==> config.mk <==
export PLATFORM = sky130hd
export DESIGN_NAME = frq_ctrl
export DESIGN_NICKNAME = d
export VERILOG_FILES = /design/src/sv/frq_pkg.sv /design/src/sv/frq_ctrl.sv
export SDC_FILE = /design/constraint.sdc
export NUM_CORES = 1
export LEC_CHECK = 0
export BUFFER_PORTS_ARGS = -buffer_cell sky130_fd_sc_hd__buf_2
export CORE_AREA = 2 2 39 41
export DETAILED_ROUTE_END_ITERATION = 16
export DIE_AREA = 0 0 41 43
export PLACE_DENSITY = 0.4
export SLEW_MARGIN = 20
export SYNTH_ARGS = -nofsm -noshare
export SYNTH_HDL_FRONTEND = slang
export SYNTH_SLANG_ARGS = --single-unit
==> constraint.sdc <==
create_clock -name clk -period 3.8 [get_ports clk]
set_input_delay 1.14 -clock clk [delete_from_list [all_inputs] [get_ports clk]]
set_output_delay 1.14 -clock clk [all_outputs]
set_load 0.01 [all_outputs]
==> src/sv/frq_pkg.sv <==
// frq_pkg: shared types and constants for the frame ring queue.
// Used by frq_ctrl, frq_datapath and frame_ring_queue; no dependencies.
package frq_pkg;

    localparam int DEF_QUEUE_DEPTH = 8;
    localparam int DEF_FRAME_BYTES = 64;

    localparam int BYTE_W = 8;
    localparam int LEN_W  = 7;
    localparam int KIND_W = 3;
    localparam int HELD_W = 4;

    localparam logic FUNC_PUSH = 1'b0;
    localparam logic FUNC_POP  = 1'b1;

    typedef enum logic [KIND_W-1:0] {
        KIND_PUSH_OK   = 3'd0,
        KIND_PUSH_FULL = 3'd1,
        KIND_POP_BYTE  = 3'd2,
        KIND_EMPTY     = 3'd3,
        KIND_ZERO_LEN  = 3'd4
    } kind_t;

    typedef enum logic [1:0] {
        ST_IDLE,
        ST_POP_LEN,
        ST_POP_BYTE
    } state_t;

    typedef struct packed {
        logic push;
        logic pop_empty;
        logic pop_start;
        logic pop_zero;
        logic pop_byte;
    } cmd_t;

    typedef struct packed {
        logic out_free;
        logic count_zero;
        logic len_zero;
        logic byte_last;
    } stat_t;

endpackage

==> src/sv/frq_ctrl.sv <==
// frq_ctrl: controller state machine of the frame ring queue.
// Depends on frq_pkg; drives commands to frq_datapath from its status.
module frq_ctrl
    import frq_pkg::*;
(
    input  logic  clk,
    input  logic  rst_n,
    input  logic  in_valid,
    input  logic  func,
    input  stat_t stat,
    output logic  in_stall,
    output cmd_t  cmd
);

    state_t state_reg;
    state_t state_next;

    always_ff @(posedge clk or negedge rst_n)
    begin
        if (!rst_n)
        begin
            state_reg <= ST_IDLE;
        end
        else
        begin
            state_reg <= state_next;
        end
    end

    always_comb
    begin
        state_next = state_reg;
        unique case (state_reg)
            ST_IDLE:
            begin
                if (in_valid && stat.out_free && func == FUNC_POP && !stat.count_zero)
                begin
                    state_next = ST_POP_LEN;
                end
            end
            ST_POP_LEN:
            begin
                if (!stat.len_zero)
                begin
                    state_next = ST_POP_BYTE;
                end
                else if (stat.out_free)
                begin
                    state_next = ST_IDLE;
                end
            end
            ST_POP_BYTE:
            begin
                if (stat.out_free && stat.byte_last)
                begin
                    state_next = ST_IDLE;
                end
            end
            default:
            begin
                state_next = ST_IDLE;
            end
        endcase
    end

    always_comb
    begin
        cmd      = '0;
        in_stall = 1'b1;
        unique case (state_reg)
            ST_IDLE:
            begin
                in_stall = !stat.out_free;
                if (in_valid && stat.out_free)
                begin
                    if (func == FUNC_PUSH)
                    begin
                        cmd.push = 1'b1;
                    end
                    else if (stat.count_zero)
                    begin
                        cmd.pop_empty = 1'b1;
                    end
                    else
                    begin
                        cmd.pop_start = 1'b1;
                    end
                end
            end
            ST_POP_LEN:
            begin
                cmd.pop_zero = stat.len_zero && stat.out_free;
            end
            ST_POP_BYTE:
            begin
                cmd.pop_byte = stat.out_free;
            end
            default:
            begin
                cmd = '0;
            end
        endcase
    end

    a_busy_stalls: assert property (@(posedge clk) disable iff (!rst_n)
        state_reg != ST_IDLE |-> in_stall)
        else $error("input taken during a pop run");

    a_pop_enters_len: assert property (@(posedge clk) disable iff (!rst_n)
        cmd.pop_start |=> state_reg == ST_POP_LEN)
        else $error("pop start did not fetch length");

    a_one_cmd: assert property (@(posedge clk) disable iff (!rst_n)
        $onehot0(cmd))
        else $error("more than one command at once");

endmodule

# == After elaboration in Yosys (flattened, before gate mapping) ==
# Index checks and enable logic that the tools add are counted.
# classes
reduce_logical,9
mux,14
eq_ne,5
# op_table
op,n
two-way mux 2 bit,5
two-way mux 1 bit,6
two-way mux 3 bit,2
case mux 2 bit (3 select lines),1
logical AND 1 bit,5
!= test 2 bit (second input constant),2
!= test 3 bit (second input constant),1
AND reduction 3 bit,1
== test 2 x 1 -> 1 bit (second input constant),1
== test 2 bit (second input constant),1
logical NOT 1 bit,2
logical NOT 2 bit,1
# word_totals
input_bits,8
out_inout_bits,6
elab_cells,29
register_bits,2

# == Depth between registers and ports, before layout ==
# Gate-level depths: netlist (run 1).
# logic_depth
word_depth,5
ltp_mapped,3
depth_no_buf,2

# == Worst setup path before layout (run 1) ==
# OpenSTA, ideal clock, no wires.
# synth_timing
path_type,input port to output port
startpoint,input port stat[3] (netlist bit)
endpoint,output port cmd[4] (netlist bit)
required_ps,2660
cell_stages,3
arrival_ps,1953
n_path_buf,1
slack_ps,707
path_cell_list,or3b_1 clkbuf_2 nor3b_1
# synth_rtl
item,line,source
"start, declared",frq_ctrl.sv:10,"input stat_t stat,"
"end, declared",frq_ctrl.sv:12,output cmd_t cmd

==> results.cfg, run 1 <==
[status]
status = finished clean

[floorplanning]
core_um2 = 1380
rows = 14
ios = 14
die_h_um = 43
die_w_um = 41
start_util_pct = 10.7
die_area_um2 = 1760

[logic_synthesis]
synth_area_leaders = dfrtp_1 34%, nor3b_1 15%, o32ai_2 11%
yosysSeqAreaShare_pct = 33.9
async_reset_ff_share_pct = 100
syn_avg_cell_area_um2 = 8.68
synth_cell_type_count = 13
yosysMostFrequentCell = nor3b_1
yosysTopAreaCell = dfrtp_1
yosys_warnings = 0
ys.flop_type = dfrtp_1
synth-edff-count = 0
synth_common_cells = 3 x nor3b_1, 2 x dfrtp_1, 2 x nor2_1
synthDominantCellAreaShare_pct = 33.9
syn-num-nets = 25
ys_ff_latch = 2
syn_inst = 17
synth_area_um2 = 148

[clock_tree]
cts_htree_levels = 1
cts_resized = 0
insertion_delay_ps = 220
path_clk_slew_ps = 30
post_cts_buffers = 0
cts_buffer_depth = 2
hold_buffers = 0
cts_root_buf = clkbuf_4
cts_tree = built
cts_inserted_buffers = 3
clock_sinks = 2

[layout]
fillers = 150
num_antenna_cells = 0
multiInputGateArea_um2 = 88.8
seqCellArea_um2 = 50.0
area_growth_pct = 69.5
fin_area_um2 = 250
nets = 42
largest_reg_flops = 2
layout-drive-gt1-share_pct = 53.1

[power]
ir_drop_mv = 0.141
p_per_area_nw_per_um2 = 350
pwr-share-seq_pct = 28.0
power.net_switching_uw = 21.6
p_leak_uw = 0.000137
internal_power_uw = 65.9
netSwitchingFraction_pct = 24.7
p_total_uw = 87.5
clkPwrFrac_pct = 52.9
pwr-share-comb_pct = 19.2

[placed_design]
place_congestion = 0.597
postPlaceCellArea_um2 = 228
portBuffers = 13
hpwl_um = 333

[setup_path]
cpMostUsedCell = buf_2
cp_cell_sequence = buf_2, or3b_1, nor3b_1, buf_2
cp.required_ps = 2660
cp_max_fo = 5
worstPathArrival_ps = 2040
critPathCaptureType = output port
critPathSlowestCell = or3b_1
critPathMaxStageDelay_ps = 440
start_kind = input pin
path_class = in -> out

[timing]
fin_crit_sh_pct = 83.6
rsz0062_at_grt = no
fmax_mhz = 315
finalSetupTns_ps = 0
final_max_slew_viol_count = 0
finalHoldViolCount = 0
tightest_slew_ps = 184
slew_headroom_pct = 87.8
post-route-min-period_ps = 3180
clock_skew_ps = 1.41
finalSetupViolations = 0

[route]
wirelength_um = 405
drc = 0
avgViaCountPerCell = 3.63
first_pass_iters = 2
drtAntennaViolNets = 0
drt_first_iter_violations = 2
vias = 174
wl_per_cell_um = 8.44

[hold_path]
hold_path_class = reg -> reg

[global_routing]
grt_pass1_vias = 142
grt_pass1_wl_um = 538
grtUsageTotal_pct = 5.31
antenna_found_initial = 0
gr-total-overflow = 0
grt_start_max_net_pins = 6

[run]
drv_cap = 0
==> layout by cell type, fill, tap and decap left out <==
| master | n |
|---|---|
| nand2_1 | 1 |
| o32ai_2 | 1 |
| buf_2 | 13 |
| clkbuf_4 | 3 |
| inv_1 | 1 |
| or3b_1 | 1 |
| nand3b_1 | 1 |
| a21oi_1 | 1 |
| a21o_1 | 1 |
| nand3_1 | 1 |
| nor3b_1 | 3 |
| nor3_1 | 1 |
| nor2_1 | 2 |
| dfrtp_1 | 2 |
==> power groups by stage <==
stage	clock, µW	sequential [µW]	combinational [µW]
4_1_cts	49.6	24.5	16.9
3_5_place_dp	0	24.7	16.8
6_report	46.2	24.5	16.8
2_1_floorplan	0	24.2	9.22
5_1_grt	51.7	24.8	18.6
3_3_place_gp	0	24.9	17.1
==> critical path, delay by kind of cell <==
family                 cells  cell delay, ps
buffers and inverters      2             270
AND/OR/NAND/NOR            2             630
==> cells by family after synthesis <==
| logic type | synth area share (%) |
|---|---|
| AND/OR/NAND/NOR | 40.7 |
| flip-flops | 33.9 |
| buffers and inverters | 5.93 |
| AO/OA/AOI/OAI | 19.5 |
==> layout make-up <==
class	count	area share, %
Clock buffer	3	9.00
Sequential cell	2	20.0
Timing Repair Buffer	13	26.0
Tap cell	16	8.00
Multi-Input combinational cell	13	35.5
Inverter	1	1.50
==> worst paths after layout <==
path                            depth (start not counted)          from            to  slack (ps)
min in group asynchronous                               1         rst_n  state_reg[0]         700
worst min-delay path                                    1  state_reg[1]  state_reg[1]         540
worst max register to register                          2  state_reg[1]  state_reg[0]        2570
worst max-delay path                                    4       stat[3]        cmd[4]         620
worst min register to register                          1  state_reg[1]  state_reg[1]         540
max in group asynchronous                               1         rst_n  state_reg[1]        3000
==> metal layers <==
layer	up-vias	GRT usage, %	share of wire (%)
met5	-	0	0
met4	0	2.00	0
met3	0	6.81	21
met2	14	5.63	27
met1	67	6.07	52
li1	93	-	-
==> metrics by stage <==
step | instances | hold WS, ps | utilization [%] | worst slack (ps)
6_report | 48 | 538 | 18.1 | 622
5_1_grt | 48 | 573 | 18.1 | 532
4_1_cts | 48 | 540 | 18.1 | 625
3_5_place_dp | 45 | 536 | 16.5 | 625
3_3_place_gp | 45 | 546 | 16.5 | 611
2_1_floorplan | 17 | 493 | - | 707
Power figures use the tool's default switching activity.
==> inputs of run 2 (changes only) <==
clock period = 3.3 ns   (was 3.8 ns; I/O delays follow)
==> results.cfg, run 2 (synthesized netlist as in run 1, its figures left out) <==
[status]
status = finished clean

[layout]
nets = 42
fin_util_pct = 18.1
final_common_cell = buf_2
area_growth_pct = 69.5
largest_reg_flops = 2
fillers = 155
finalNonFillerCells = 48
layout_common_cells = 13 x buf_2, 3 x nor3b_1, 3 x clkbuf_4, 2 x nor2_1, 2 x dfrtp_1
num_antenna_cells = 0
layout-drive-gt1-share_pct = 53.1

[clock_tree]
hold_buffers = 0
cts_root_buf = clkbuf_4
cts_buffer_depth = 2
cts_htree_levels = 1
cts_inserted_buffers = 3
cts_tree = built
insertion_delay_ps = 220
cts_resized = 0
clock_sinks = 2
path_clk_slew_ps = 30
post_cts_buffers = 0

[setup_path]
cp_max_fo = 5
critPathCaptureType = output port
cp_cell_sequence = buf_2, or3b_1, nor3b_1, buf_2
start_kind = input pin
worstPathArrival_ps = 1890
cpMostUsedCell = buf_2
critPathMaxStageDelay_ps = 430
cp.required_ps = 2310
path_class = in -> out
critPathSlowestCell = or3b_1
r2r_slack_ps = 2060

[global_routing]
antenna_found_initial = 0
grtUsageTotal_pct = 5.52
grt_pass1_vias = 141
grt_start_max_net_pins = 6
grt_pass1_wl_um = 586
gr-total-overflow = 0

[floorplanning]
core_um2 = 1380
rows = 14
ios = 14
die_area_um2 = 1760
start_util_pct = 10.7
die_w_um = 41
die_h_um = 43

[route]
first_pass_iters = 2
wirelength_um = 411
drtAntennaViolNets = 0
wl_per_cell_um = 8.56
avgViaCountPerCell = 3.73
vias = 179
drc = 0
drt_first_iter_violations = 1

[power]
ir_drop_mv = 0.118
p_per_area_nw_per_um2 = 400
p_total_uw = 100
p_leak_uw = 0.000137

[placed_design]
place_congestion = 0.615
place_inst = 45
portBuffers = 13
hpwl_um = 328

[timing]
finalSetupViolations = 0
finalSetupTns_ps = 0
clock_skew_ps = 2.58
slew_headroom_pct = 87.8
fin_crit_sh_pct = 87.4
final_max_slew_viol_count = 0
tightest_slew_ps = 183
finalHoldViolCount = 0
post-route-min-period_ps = 2880
fmax_mhz = 347
rsz0062_at_grt = no

[run]
drv_cap = 0

[hold_path]
hold_path_class = in -> async
## run 2: through the flow
step / hold slack (ps) / worst slack (ps) / cell area, µm²
2_1_floorplan: 493 / 507 / 148
3_3_place_gp: 547 / 417 / 228
3_5_place_dp: 548 / 411 / 228
4_1_cts: 539 / 412 / 250
5_1_grt: 544 / 358 / 250
6_report: 550 / 417 / 250
## run 2: final cells by class
type | count | area, µm² | area share [%]
Multi-Input combinational cell | 13 | 88.8 | 35.5
Clock buffer | 3 | 22.5 | 9.00
Inverter | 1 | 3.75 | 1.50
Timing Repair Buffer | 13 | 65.1 | 26.0
Tap cell | 16 | 20.0 | 8.00
Sequential cell | 2 | 50.0 | 20.0
## run 2: final timing paths
| kind | from | endpoint | depth (start not counted) |
|---|---|---|---|
| worst max-delay path | stat[3] | cmd[4] | 4 |
| max in group asynchronous | rst_n | state_reg[0] | 1 |
| worst max register to register | state_reg[1] | state_reg[0] | 2 |
| worst min register to register | state_reg[1] | state_reg[1] | 1 |
| worst min-delay path | rst_n | state_reg[1] | 1 |
| min in group clk | state_reg[1] | state_reg[1] | 1 |
## run 2: worst max-delay path: cells and delay by family
kind | cells | cell delay, ps
simple gates | 2 | 630
buf+inv | 2 | 270
## run 2: layer usage
| metal | global-route usage [%] | wire length (µm) | vias to the layer above |
|---|---|---|---|
| li1 | - | - | 94 |
| met1 | 6.75 | 219 | 71 |
| met2 | 5.00 | 111 | 14 |
| met3 | 6.28 | 81 | 0 |
| met4 | 4.00 | 0 | 0 |
| met5 | 0 | 0 | - |
## run 2: power breakdown
part / internal (µW) / leakage, µW / switching [µW]
combinational: 9.49 / 0.0000955 / 9.83
sequential: 26.3 / 0.0000273 / 1.98
clock: 40.0 / 0.0000138 / 12.4
